`src/rtl/rsfr_pkg.sv`:
```
// Shared types and constants for the RS-485 frame receiver.
package rsfr_pkg;

	// Frame constants.
	localparam logic [7:0] SYNC_BYTE   = 8'h55;
	localparam logic [7:0] BCAST_ADDR  = 8'hff;
	localparam logic [9:0] SILENCE_MAX = 10'h3ff;

	// Input action codes.
	localparam logic ACT_BYTE = 1'b0;
	localparam logic ACT_TICK = 1'b1;

	// Result event codes.
	localparam logic [1:0] EV_PAYLOAD = 2'd0;
	localparam logic [1:0] EV_EMPTY   = 2'd1;
	localparam logic [1:0] EV_ABORT   = 2'd2;

	// Configuration register indexes.
	localparam logic [1:0] CFG_LOCAL_ADDR = 2'd0;
	localparam logic [1:0] CFG_MAX_LENGTH = 2'd1;
	localparam logic [1:0] CFG_TIMEOUT_MS = 2'd2;

	// Configuration reset values.
	localparam logic [7:0] RST_LOCAL_ADDR = 8'd1;
	localparam logic [7:0] RST_MAX_LENGTH = 8'd128;
	localparam logic [9:0] RST_TIMEOUT_MS = 10'd100;

	typedef struct packed {
		logic       action;
		logic [7:0] rx_byte;
	} item_t;

	typedef struct packed {
		logic [7:0] local_address;
		logic [7:0] max_length;
		logic [9:0] timeout_ms;
	} cfg_t;

	typedef struct packed {
		logic [1:0] event_res;
		logic [7:0] data_byte;
		logic [7:0] byte_index;
		logic [7:0] source_address;
		logic       to_broadcast;
		logic       last;
	} result_t;

endpackage

```
`src/rtl/rsfr_in_reg.sv`:
```
// Input register stage that holds one accepted transaction until it is processed.
module rsfr_in_reg import rsfr_pkg::*; (
	input  logic  clk,
	input  logic  arst_n,
	input  logic  in_valid,
	output logic  in_ready,
	input  item_t item_in,
	input  logic  advance,
	output logic  valid_s1,
	output item_t item_s1
);

	// The stage can take a new transaction when empty or when its item leaves.
	assign in_ready = !valid_s1 || advance;

	// Valid flag of the stage.
	always_ff @(posedge clk or negedge arst_n) begin
		if (!arst_n) begin
			valid_s1 <= 1'b0;
		end else if (in_ready) begin
			valid_s1 <= in_valid;
		end
	end

	// Payload of the stage.
	always_ff @(posedge clk) begin
		if (in_ready && in_valid) begin
			item_s1 <= item_in;
		end
	end

endmodule

```
`src/rtl/rsfr_core.sv`:
```
// Deframer state and the combinational update that handles one item.
module rsfr_core import rsfr_pkg::*; (
	input  logic    clk,
	input  logic    arst_n,
	input  cfg_t    cfg,
	input  item_t   item_s1,
	input  logic    advance,
	output logic    res_valid,
	output result_t res
);

	logic       in_payload_q,       in_payload_d;
	logic [1:0] header_count_q,     header_count_d;
	logic [7:0] sync_seen_q,        sync_seen_d;
	logic [7:0] dest_seen_q,        dest_seen_d;
	logic [7:0] src_seen_q,         src_seen_d;
	logic [7:0] payload_length_q,   payload_length_d;
	logic [7:0] payload_position_q, payload_position_d;
	logic [9:0] silence_ms_q,       silence_ms_d;

	logic [9:0] silence_inc;
	logic [8:0] position_inc;
	logic       is_last;
	logic       header_ok;

	// Helper terms for the tick and payload paths.
	assign silence_inc  = (silence_ms_q == SILENCE_MAX) ? silence_ms_q : silence_ms_q + 10'd1;
	assign position_inc = {1'b0, payload_position_q} + 9'd1;
	assign is_last      = position_inc >= {1'b0, payload_length_q};
	assign header_ok    = (sync_seen_q == SYNC_BYTE)
		&& ((dest_seen_q == BCAST_ADDR) || (dest_seen_q == cfg.local_address))
		&& (item_s1.rx_byte <= cfg.max_length);

	// Next state and result for the item in the input stage.
	always_comb begin
		in_payload_d       = in_payload_q;
		header_count_d     = header_count_q;
		sync_seen_d        = sync_seen_q;
		dest_seen_d        = dest_seen_q;
		src_seen_d         = src_seen_q;
		payload_length_d   = payload_length_q;
		payload_position_d = payload_position_q;
		silence_ms_d       = silence_ms_q;
		res_valid          = 1'b0;
		res.event_res      = EV_PAYLOAD;
		res.data_byte      = 8'd0;
		res.byte_index     = 8'd0;
		res.source_address = src_seen_q;
		res.to_broadcast   = (dest_seen_q == BCAST_ADDR);
		res.last           = 1'b1;

		if (item_s1.action == ACT_TICK) begin
			// Ticks only count silence while a frame is open.
			if (!in_payload_q && header_count_q == 2'd0) begin
				silence_ms_d = 10'd0;
			end else if (silence_inc >= cfg.timeout_ms) begin
				if (in_payload_q) begin
					res_valid      = 1'b1;
					res.event_res  = EV_ABORT;
					res.byte_index = payload_position_q;
				end
				in_payload_d       = 1'b0;
				header_count_d     = 2'd0;
				payload_position_d = 8'd0;
				silence_ms_d       = 10'd0;
			end else begin
				silence_ms_d = silence_inc;
			end
		end else begin
			silence_ms_d = 10'd0;
			if (in_payload_q) begin
				// Payload byte: emit it and close the frame after the last one.
				res_valid          = 1'b1;
				res.event_res      = EV_PAYLOAD;
				res.data_byte      = item_s1.rx_byte;
				res.byte_index     = payload_position_q;
				res.last           = is_last;
				payload_position_d = position_inc[7:0];
				if (is_last) begin
					in_payload_d       = 1'b0;
					header_count_d     = 2'd0;
					payload_position_d = 8'd0;
				end
			end else begin
				// Header collection; the length byte checks sync, destination and its own limit.
				case (header_count_q)
					2'd0: begin
						sync_seen_d    = item_s1.rx_byte;
						header_count_d = 2'd1;
					end
					2'd1: begin
						dest_seen_d    = item_s1.rx_byte;
						header_count_d = 2'd2;
					end
					2'd2: begin
						src_seen_d     = item_s1.rx_byte;
						header_count_d = 2'd3;
					end
					default: begin
						payload_length_d   = item_s1.rx_byte;
						header_count_d     = 2'd0;
						payload_position_d = 8'd0;
						if (header_ok) begin
							if (item_s1.rx_byte == 8'd0) begin
								res_valid     = 1'b1;
								res.event_res = EV_EMPTY;
							end else begin
								in_payload_d = 1'b1;
							end
						end
					end
				endcase
			end
		end
	end

	// Frame state registers, updated when the item leaves the input stage.
	always_ff @(posedge clk or negedge arst_n) begin
		if (!arst_n) begin
			in_payload_q       <= 1'b0;
			header_count_q     <= 2'd0;
			sync_seen_q        <= 8'd0;
			dest_seen_q        <= 8'd0;
			src_seen_q         <= 8'd0;
			payload_length_q   <= 8'd0;
			payload_position_q <= 8'd0;
			silence_ms_q       <= 10'd0;
		end else if (advance) begin
			in_payload_q       <= in_payload_d;
			header_count_q     <= header_count_d;
			sync_seen_q        <= sync_seen_d;
			dest_seen_q        <= dest_seen_d;
			src_seen_q         <= src_seen_d;
			payload_length_q   <= payload_length_d;
			payload_position_q <= payload_position_d;
			silence_ms_q       <= silence_ms_d;
		end
	end

endmodule

```
`src/rtl/rsfr_out_reg.sv`:
```
// Result register that holds one result until the output transaction completes.
module rsfr_out_reg import rsfr_pkg::*; (
	input  logic    clk,
	input  logic    arst_n,
	input  logic    load,
	input  result_t res_in,
	output logic    free,
	output logic    out_valid,
	input  logic    out_ready,
	output result_t res_q
);

	// The register can load when empty or when its result is taken now.
	assign free = !out_valid || out_ready;

	// Valid flag of the result register.
	always_ff @(posedge clk or negedge arst_n) begin
		if (!arst_n) begin
			out_valid <= 1'b0;
		end else if (free) begin
			out_valid <= load;
		end
	end

	// Result payload.
	always_ff @(posedge clk) begin
		if (free && load) begin
			res_q <= res_in;
		end
	end

endmodule

```
`src/rtl/rs485_frame_receiver.sv`:
```
// Top level of the RS-485 frame receiver: configuration, stages and checks.
// Usage:
//   The input channel (in_valid/in_ready) carries one transaction per received
//   byte (action 0, rx_byte) or per one millisecond tick (action 1). The output
//   channel (out_valid/out_ready) carries payload bytes with their index, the
//   empty frame event and the timeout abort event, each with the header source
//   address and a broadcast flag; last marks the final result of a frame.
//   Configuration is written through cfg_we/cfg_index/cfg_data while idle.
// Data path:
//   An input transaction lands in the input register and is processed there by
//   the combinational deframer update; its result, if any, is loaded into the
//   result register when the item advances, and out_valid then rises. One
//   transaction per cycle is taken while no result waits on out_ready.
// Reset:
//   arst_n clears both stages and the frame state and loads local_address 1,
//   max_length 128 and timeout_ms 100.
// Stall:
//   While out_ready is low a held result stays in place; an item that would
//   make a result waits in the input register and in_ready drops. Items that
//   make no result still pass while the output waits.
module rs485_frame_receiver import rsfr_pkg::*; (
	input  logic       clk,
	input  logic       arst_n,
	input  logic       cfg_we,
	input  logic [1:0] cfg_index,
	input  logic [9:0] cfg_data,
	input  logic       in_valid,
	output logic       in_ready,
	input  logic       action,
	input  logic [7:0] rx_byte,
	output logic       out_valid,
	input  logic       out_ready,
	output logic [1:0] event_res,
	output logic [7:0] data_byte,
	output logic [7:0] byte_index,
	output logic [7:0] source_address,
	output logic       to_broadcast,
	output logic       last
);

	cfg_t    cfg_q;
	item_t   item_in;
	item_t   item_s1;
	logic    valid_s1;
	logic    advance;
	logic    res_valid;
	logic    out_free;
	result_t res;
	result_t res_q;

	// Configuration registers.
	always_ff @(posedge clk or negedge arst_n) begin
		if (!arst_n) begin
			cfg_q.local_address <= RST_LOCAL_ADDR;
			cfg_q.max_length    <= RST_MAX_LENGTH;
			cfg_q.timeout_ms    <= RST_TIMEOUT_MS;
		end else if (cfg_we) begin
			unique case (cfg_index)
				CFG_LOCAL_ADDR: cfg_q.local_address <= cfg_data[7:0];
				CFG_MAX_LENGTH: cfg_q.max_length    <= cfg_data[7:0];
				CFG_TIMEOUT_MS: cfg_q.timeout_ms    <= cfg_data;
				default: ;
			endcase
		end
	end

	// The stored item is processed when its result, if any, has room.
	assign item_in.action  = action;
	assign item_in.rx_byte = rx_byte;
	assign advance         = valid_s1 && (!res_valid || out_free);

	rsfr_in_reg u_in_reg (
		.clk      (clk),
		.arst_n   (arst_n),
		.in_valid (in_valid),
		.in_ready (in_ready),
		.item_in  (item_in),
		.advance  (advance),
		.valid_s1 (valid_s1),
		.item_s1  (item_s1)
	);

	rsfr_core u_core (
		.clk       (clk),
		.arst_n    (arst_n),
		.cfg       (cfg_q),
		.item_s1   (item_s1),
		.advance   (advance),
		.res_valid (res_valid),
		.res       (res)
	);

	rsfr_out_reg u_out_reg (
		.clk       (clk),
		.arst_n    (arst_n),
		.load      (advance && res_valid),
		.res_in    (res),
		.free      (out_free),
		.out_valid (out_valid),
		.out_ready (out_ready),
		.res_q     (res_q)
	);

	// Output fields.
	assign event_res      = res_q.event_res;
	assign data_byte      = res_q.data_byte;
	assign byte_index     = res_q.byte_index;
	assign source_address = res_q.source_address;
	assign to_broadcast   = res_q.to_broadcast;
	assign last           = res_q.last;

	// An accepted transaction always occupies the input register next cycle.
	a_accept_fills_s1: assert property (@(posedge clk) disable iff (!arst_n)
		in_valid && in_ready |=> valid_s1)
		else $error("accepted transaction did not reach the input register");

	// A processed item with a result shows up on the output next cycle.
	a_result_reaches_out: assert property (@(posedge clk) disable iff (!arst_n)
		advance && res_valid |=> out_valid)
		else $error("result was lost between core and result register");

	// Only defined event codes leave the block.
	a_event_code: assert property (@(posedge clk) disable iff (!arst_n)
		out_valid |-> (event_res == EV_PAYLOAD || event_res == EV_EMPTY
			|| event_res == EV_ABORT))
		else $error("undefined event code on output");

	// Empty frame and abort events always close their frame.
	a_event_last: assert property (@(posedge clk) disable iff (!arst_n)
		out_valid && event_res != EV_PAYLOAD |-> last && data_byte == 8'd0)
		else $error("frame event without last flag or with data");

endmodule
```
`config.mk`:
```
export PLATFORM = sky130hd
export DESIGN_NAME = rs485_frame_receiver
export DESIGN_NICKNAME = d
export VERILOG_FILES = /design/src/rtl/rsfr_pkg.sv /design/src/rtl/rsfr_in_reg.sv /design/src/rtl/rsfr_core.sv /design/src/rtl/rsfr_out_reg.sv /design/src/rtl/rs485_frame_receiver.sv
export SDC_FILE = /design/constraint.sdc
export NUM_CORES = 1
export LEC_CHECK = 0
export ABC_CLOCK_PERIOD_IN_PS = 4200
export BUFFER_PORTS_ARGS = -buffer_cell sky130_fd_sc_hd__buf_2
export CAP_MARGIN = 5
export CORE_ASPECT_RATIO = 1.5
export CORE_MARGIN = 2
export CORE_UTILIZATION = 53
export DETAILED_ROUTE_END_ITERATION = 10
export PLACE_DENSITY = 0.8
export SYNTH_ARGS = -nofsm -noshare
export SYNTH_HDL_FRONTEND = slang
export SYNTH_HIERARCHICAL = 1
export SYNTH_SLANG_ARGS = --single-unit
```
`constraint.sdc`:
```
create_clock -name clk -period 4.2 [get_ports clk]
set_input_delay 0.84 -clock clk [delete_from_list [all_inputs] [get_ports clk]]
set_output_delay 0.84 -clock clk [all_outputs]
set_load 0.02 [all_outputs]
```
==> run_results.csv, run 1 <==
group,metric,value,unit
outcome,status,"completed",
placement,gp_congestion,0.879,
synth,synth-seq-cells,118,
synth,syn_area,5780,um2
power_and_ir_drop,p_leak,0.00309,uW
floorplan,die_w,89.3,um
grt,grt_overflow,0,
synth,synthTopCellsByArea,"dfrtp_1 33%, edfxtp_1 19%, mux2_2 11%",
synth,yosys.area.top_type_share,0.329,
placement,placed_cell_area,6240,um2
critical_path,crit_fanout,7,
timing,finalSetupTns,0,ns
timing,finClkSkew,0.00902,ns
clock_network,cts_tree,"built",
clock_network,clock-root-buffer,"clkbuf_16",
synth,ys_types,56,
floorplan,rows,46,
synth,syn_nets,542,
synth,yosysMostFrequentCell,"dfrtp_1",
drt,drcViolationCount,0,
clock_network,clock_path_buffers,2,
critical_path,rr_worst_depth,22,
synth,synthArstFlopShare,0.686,
power_and_ir_drop,powerDensity,582,nW/um2
power_and_ir_drop,peakVddDrop,0.000321,V
drt,drtAntennaViolNets,0,
drt,wl,12500,um
grt,grt_max_degree,82,
clock_network,clk_latency,0.42,ns
critical_path,reg2reg_slack,0.24,ns
critical_path,critPathMostFrequentCell,"buf_6",
drt,wire_per_inst,17.4,um
clock_network,clock_sinks,118,
worst_hold_path,hold_start,"u_core/src_seen_q[7]$_DFFE_PN0P_",
synth,synth_ff_type,"dfrtp_1",
clock_network,htreeDepth,4,
grt,first_global_vias,4188,
placement,dp_hpwl,8430,um
critical_path,path_class,"register to output port",
timing,post-route-period-util,0.978,
synth,synth_top_cell_by_area,"dfrtp_1",
cells_and_area,drive_above_1_share,0.346,
placement,io_buffers,55,
synth,seq_area_frac_synth,0.544,
synth,synth-edff-count,37,
critical_path,worstPathRequired,3.36,ns
worst_hold_path,holdPathStages,0,
cells_and_area,final_area,6990,um2
synth,syn_area_per_cell,11.9,um2
drt,vias,4103,
critical_path,r2r-start,"u_core/silence_ms_q[3]$_DFFE_PN0P_",
critical_path,crit_chain,"buf_6 > nand4_1 > nor2_4 > a21boi_4 > buf_6 > nand2_1 > xnor2_1 > ha_1 > a211oi_2 > nor2_2 > nor2_2 > o211ai_1 > nand2_1 > nand2_2 > a21boi_2 > nand2b_4 > buf_6",
timing,timing.fmax,243,MHz
timing,max-slew-margin-rel,0.299,
timing,slew_viol_final,0,
clock_network,numCtsBuffers,17,
floorplan,ioPinCount,56,
cells_and_area,area_delta_synth_final,20.9,%
floorplan,core,10600,um2
critical_path,cp_top_family,"simple AND/OR/NAND/NOR gates",
timing,layout_min_cycle_time,4.11,ns
critical_path,slowest_stage,"dfrtp_1",
cells_and_area,multi_input_area,2570,um2
floorplan,dieArea,11800,um2
grt,antenna_found_initial,0,
critical_path,startpoint_type,"register",
floorplan,start_util,0.546,
critical_path,crit_arrival,3.27,ns
clock_network,clk_pin_slew,0.06,ns
critical_path,end_kind,"output port",
cells_and_area,antenna_cells,0,
timing,worstMarginPinSlew,1.05,ns
cells_and_area,register_area,3150,um2
cells_and_area,final_nets,618,
synth,synthCells,484,
synth,synthTopCellsByCount,"76 x dfrtp_1, 54 x mux2_2, 37 x edfxtp_1, 37 x nand2_1, 32 x ha_1",
critical_path,slowest_delay,0.40,ns
grt,grt_pass1_wl,20300,um
timing,hold_violations,0,
drt,dr.pass1.iters,5,
drt,drt_iter0_drc,320,
flow_run,cap_violations,0,
synth,ys_warn_count,6,
critical_path,cp_num_buf_inv,3,
floorplan,fp.dieH,132,um
grt,gr-usage-all-layers,0.227,
worst_hold_path,holdPathEnd,"u_out_reg/res_q[9]$_DFFE_PP_",
critical_path,timing.rr.end,"u_core/payload_position_q[5]$_DFFE_PN0P_",
worst_hold_path,hold_class,"register to register",
timing,setup_viol_count_final,0,
cells_and_area,n_fill_cell,807,
drt,viasPerCell,5.72,
layout by cell type (no fill, tap or decap), drive strengths merged, types with 2 or more instances in the layout:
master	synthesis	routed
a21oi	15	15
mux2	54	54
clkinvlp	0	2
clkbuf	9	17
nor3b	6	6
o2bb2ai	2	2
clkinv	1	4
nand3	12	12
a211o	2	2
nor2	23	23
a2111oi	2	2
nand2b	9	9
nand4	11	11
o21a	2	2
o211ai	5	5
inv	32	42
a211oi	2	2
dfstp	5	5
buf	2	68
xor2	13	13
xnor2	7	7
nor4	4	4
ha	32	32
a21o	4	4
and2	11	11
dfrtp	76	76
nand3b	2	2
nor2b	4	4
o21ai	29	29
edfxtp	37	37
and3	14	14
nand2	37	37
a21boi	3	3
or3	2	2
nor3	4	4
power by group:
group	total, uW	switching, uW	internal [uW]	leakage, uW
Clock	1390	601	790	0.000279
Combinational	957	499	459	0.00148
Sequential	1720	208	1510	0.00133
Total	4070	1310	2760	0.00309
metrics by stage:
step                instances  worst slack [ns]   util  hold slack, ns  power (uW)
floorplan                 484           0.00940      -           0.421        2370
global placement          678             0.191  0.590           0.429        2590
detailed placement        678           0.00725  0.590           0.437        2640
CTS                       714            0.0107  0.650           0.449        4050
global route              717           -0.0741  0.660           0.463        4270
finish                    717            0.0913  0.660           0.448        4070
layout make-up:
class                   instances  area share
clock buffers                  17      0.0609
repair buffers                 68      0.0557
flip-flops and latches        118       0.451
multi-input cells             322       0.367
clock inverters                15      0.0217
inverters                      33      0.0179
well taps                     144      0.0258
flip-flops by register name, summed over array words and instances, names as in the netlist, 8 cells and up:
| signal | flops |
|---|---|
| u_out_reg/res_q | 28 |
| u_core/src_seen_q | 8 |
| u_core/payload_length_q | 8 |
| cfg_q | 26 |
| u_core/dest_seen_q | 8 |
| u_in_reg/item_s1 | 9 |
| u_core/sync_seen_q | 8 |
| u_core/payload_position_q | 8 |
| u_core/silence_ms_q | 10 |
routing by layer:
| metal | wire [um] | part of all wire | vias to the layer above | GRT usage |
|---|---|---|---|---|
| met2 | 6900 | 0.55 | 108 | 0.397 |
| li1 | - | - | 1888 | - |
| met4 | 441 | 0.035 | 0 | 0.104 |
| met3 | 394 | 0.032 | 41 | 0.0520 |
| met1 | 4760 | 0.38 | 2066 | 0.254 |
| met5 | 0 | 0 | - | 0 |
worst reg2reg max path, stage by stage, from the launching register on:
cell	delay (ns)
dfrtp_1	0.40
buf_6	0.14
nand4_1	0.13
nor2_4	0.07
a21boi_4	0.17
buf_6	0.13
nand2_1	0.06
xnor2_1	0.13
ha_1	0.34
a211oi_2	0.30
nor2_2	0.09
nor2_2	0.13
o211ai_1	0.11
nand2_1	0.14
nand2_2	0.07
a21boi_2	0.15
buf_4	0.14
clkinv_2	0.16
nor2_1	0.14
o211ai_1	0.09
a21o_2	0.28
or4_1	0.41
o21ai_1	0.09
how the worst max path moves through the flow:
stage	depth (start not counted)	slack (ns)	from	endpoint
3_3_place_gp	18	0.19	u_core/silence_ms_q[4]$_DFFE_PN0P_	u_core/payload_position_q[5]$_DFFE_PN0P_
5_1_grt	17	-0.07	u_core/silence_ms_q[3]$_DFFE_PN0P_	in_ready
3_5_place_dp	18	0.007	u_core/silence_ms_q[4]$_DFFE_PN0P_	u_core/payload_position_q[5]$_DFFE_PN0P_
6_report	17	0.09	u_core/silence_ms_q[3]$_DFFE_PN0P_	in_ready
4_1_cts	14	0.01	u_core/silence_ms_q[5]$_DFFE_PN0P_	in_ready
2_1_floorplan	19	0.009	u_core/silence_ms_q[3]$_DFFE_PN0P_	u_core/payload_position_q[5]$_DFFE_PN0P_
cell families after synthesis:
| kind of cell | after synthesis | synth area share |
|---|---|---|
| XOR/XNOR | 20 | 0.0303 |
| AND/OR/NAND/NOR | 144 | 0.140 |
| adder cells (fa/ha/maj) | 32 | 0.0693 |
| multiplexers | 54 | 0.105 |
| AO/OA/AOI/OAI | 72 | 0.0816 |
| buffers and inverters | 44 | 0.0294 |
| flip-flops | 118 | 0.544 |
what timing repair did:
action	CTS	global route
pin swaps	1	8
hold buffers	0	0
gates resized for setup	10	24
setup endpoints to repair	3	35
buffers inserted	4	3
No activity file was read; power rests on OpenSTA's default activity.
==> inputs of run 2 (changes only) <==
--- a/config.mk
+++ b/config.mk
@@ -5,14 +5,16 @@
 export SDC_FILE = /design/constraint.sdc
 export NUM_CORES = 1
 export LEC_CHECK = 0
+export ABC_AREA = 1
 export ABC_CLOCK_PERIOD_IN_PS = 4200
 export BUFFER_PORTS_ARGS = -buffer_cell sky130_fd_sc_hd__buf_2
 export CAP_MARGIN = 5
 export CORE_ASPECT_RATIO = 1.5
 export CORE_MARGIN = 2
-export CORE_UTILIZATION = 53
+export CORE_UTILIZATION = 54
 export DETAILED_ROUTE_END_ITERATION = 10
-export PLACE_DENSITY = 0.8
+export GPL_TIMING_DRIVEN = 0
+export PLACE_DENSITY = 0.82
 export SYNTH_ARGS = -nofsm -noshare
 export SYNTH_HDL_FRONTEND = slang
 export SYNTH_HIERARCHICAL = 1
==> run_results.csv, run 2 <==
group,metric,value,unit
outcome,status,"completed",
floorplan,dieArea,11800,um2
clock_network,clk_pin_slew,0.06,ns
power_and_ir_drop,p_clk_frac,0.346,
power_and_ir_drop,power,3920,uW
synth,seq_area_frac_synth,0.534,
placement,gp_congestion,0.863,
synth,synthArstFlopShare,0.686,
synth,synth_ff_type,"dfrtp_1",
clock_network,clk_latency,0.41,ns
drt,vias,4718,
synth,syn_area,5890,um2
critical_path,crit_fanout,4,
drt,drtAntennaViolNets,0,
drt,wire_per_inst,14.9,um
synth,synthTopCellsByArea,"dfrtp_1 32%, edfxtp_1 19%, nand2_1 12%",
floorplan,core,10600,um2
cells_and_area,layout_common_cells,"176 x nand2_1, 89 x inv_1, 75 x dfrtp_1",
power_and_ir_drop,pwr-share-seq,0.408,
drt,wl,13100,um
critical_path,worstPathRequired,3.36,ns
timing,finClkSkew,0.00657,ns
flow_run,cap_violations,0,
critical_path,startpoint_type,"register",
placement,pre_cts_ws,0.0477,ns
drt,drt_iter0_drc,359,
power_and_ir_drop,powerDensity,557,nW/um2
placement,dp_hpwl,9210,um
power_and_ir_drop,power.internal,2610,uW
critical_path,cp_top_family,"simple AND/OR/NAND/NOR gates",
cells_and_area,layout_commonest_cell,"nand2_1",
timing,timing.fmax,248,MHz
clock_network,clock_sinks,118,
synth,synth-seq-cells,118,
timing,setup_viol_count_final,0,
synth,synth_top_cell_by_area,"dfrtp_1",
timing,layout_min_cycle_time,4.04,ns
cells_and_area,final_nets,784,
grt,antenna_found_initial,0,
critical_path,end_kind,"output port",
critical_path,slowest_delay,0.38,ns
synth,yosys.area.top_type_share,0.323,
drt,dr.pass1.iters,6,
floorplan,rows,46,
critical_path,path_class,"register to output port",
drt,routed-wl-met2,7160,um
floorplan,start_util,0.556,
cells_and_area,drive_above_1_share,0.199,
cells_and_area,antenna_cells,0,
grt,gr-usage-all-layers,0.240,
clock_network,holdBufCountCts,0,
clock_network,clock-root-buffer,"clkbuf_16",
timing,post-route-period-util,0.961,
grt,grt_overflow,0,
cells_and_area,reg_top3,"u_out_reg/res_q (28), cfg_q (26), u_core/silence_ms_q (10)",
grt,grt_max_degree,43,
synth,ys_types,35,
timing,setup_slack,0.165,ns
cells_and_area,area_delta_synth_final,19.6,%
floorplan,die_w,89.3,um
grt,grt_pass1_wl,21800,um
power_and_ir_drop,switching_share,0.336,
clock_network,cts_tree,"built",
critical_path,cp_num_buf_inv,4,
clock_network,clock_path_buffers,2,
critical_path,crit_arrival,3.20,ns
floorplan,fp.dieH,132,um
critical_path,critPathMostFrequentCell,"nand2_2",
synth,syn_nets,701,
timing,hold_violations,0,
floorplan,ioPinCount,56,
timing,finalSetupTns,0,ns
cells_and_area,regMostFlops,"u_out_reg/res_q",
cells_and_area,utilization,0.665,
drt,drcViolationCount,0,
timing,slew_viol_final,0,
synth,syn_area_per_cell,9.16,um2
drt,wl_met3,525,um
worst_hold_path,hold_class,"input pin to asynchronous set/reset pin",
power_and_ir_drop,peakVddDrop,0.000319,V
clock_network,numCtsBuffers,17,
drt,route.top_layer_used,"met4",
synth,synth-edff-count,37,
power_and_ir_drop,p_sw,1320,uW
critical_path,slowest_stage,"dfrtp_1",
critical_path,crit_chain,"ha_2 > nand2_2 > nor3_4 > nand3_2 > inv_4 > nand2_2 > nor2_4 > nor2_1 > inv_1 > ha_1 > a21o_1 > nor2_2 > nand4_1 > nand2_2 > nand2_1 > a21boi_2 > inv_1 > nand2_2 > buf_6",
drt,wirelength_met1,4940,um
grt,first_global_vias,4825,
cells_and_area,n_fill_cell,859,
drt,viasPerCell,5.34,
synth,synthCells,643,
clock_network,htreeDepth,4,
timing,worstMarginPinSlew,1.17,ns
timing,max-slew-margin-rel,0.219,
synth,ys_warn_count,6,
synth,yosysMostFrequentCell,"nand2_1",
synth,synthTopCellsByCount,"181 x nand2_1, 89 x inv_1, 76 x dfrtp_1",
power_and_ir_drop,combinationalPowerShare,0.246,
placement,io_buffers,55,
cells_and_area,largest_reg_flops,28,
power_and_ir_drop,p_leak,0.00346,uW
[run 2: cell count changes after synthesis, sizes merged, moves of 7 or more]
cell	previous run	this run
o21ai	29	49
nand2	37	187
nand2b	9	0
nand4	11	27
and3	14	0
inv	32	94
mux2	54	0
nor2	23	43
and2	11	0
a21oi	15	8
nand3	12	39
buf	2	9
[run 2: metrics by stage]
step	cells	area (um2)	hold WS (ns)
after floorplan	643	5890	0.425
after global placement	842	6340	0.433
after detailed placement	844	6380	0.435
after CTS	878	6970	0.419
after global routing	883	7040	0.435
final	883	7040	0.398
[run 2: what timing repair did]
item / CTS / global route
resized for setup: 7 / 12
buffers inserted: 2 / 5
setup endpoints to repair: 26 / 12
pin swaps: 3 / 9
cloned: 0 / 0
[run 2: area by class of cell]
class	count	area (um2)	share of cell area
flip-flops and latches	118	3150	0.447
plain buffers	13	106	0.0151
multi-input cells	417	2320	0.330
inverters	95	359	0.0510
clock inverters	14	126	0.0179
clock buffers	18	429	0.0609
repair buffers	64	372	0.0528
well taps	144	180	0.0256
[run 2: final timing paths]
path                                                       endpoint  depth (start not counted)                                from  slack (ns)
max                                                        in_ready                         19  u_core/silence_ms_q[1]$_DFFE_PN0P_        0.16
min                                u_core/src_seen_q[5]$_DFFE_PN0P_                          1                              arst_n        0.40
max reg2reg                u_core/payload_position_q[5]$_DFFE_PN0P_                         26  u_core/silence_ms_q[1]$_DFFE_PN0P_        0.23
min reg2reg                            u_out_reg/res_q[7]$_DFFE_PP_                          0    u_core/src_seen_q[5]$_DFFE_PN0P_        0.45
max in group asynchronous        u_core/silence_ms_q[8]$_DFFE_PN0P_                          2                              arst_n        3.18
min in group clk                       u_out_reg/res_q[7]$_DFFE_PP_                          0    u_core/src_seen_q[5]$_DFFE_PN0P_        0.45
[run 2: per-layer routing]
metal,track usage,vias up
met3,0.0551,38
met2,0.421,145
met5,0,-
met4,0.117,0
met1,0.265,2272
li1,-,2263
[run 2: cells by family (layout without fill, tap and decap cells)]
| logic type | count (synthesis) | count (layout) | synth area share |
|---|---|---|---|
| AOI/OAI and AO/OA | 64 | 64 | 0.0578 |
| adders and majority gates | 32 | 32 | 0.0680 |
| DFF | 118 | 118 | 0.534 |
| and+or+nand+nor | 304 | 304 | 0.236 |
| buffers and inverters | 108 | 204 | 0.0788 |
| xor gates and xnor gates | 17 | 17 | 0.0253 |
[run 2: power by group through the flow]
| stage | registers [uW] | logic [uW] | clock network (uW) |
|---|---|---|---|
| after global routing | 1630 | 1090 | 1430 |
| after global placement | 1600 | 850 | 0 |
| final | 1600 | 965 | 1360 |
| after CTS | 1600 | 955 | 1370 |
| after floorplan | 1620 | 632 | 0 |
| after detailed placement | 1620 | 919 | 0 |
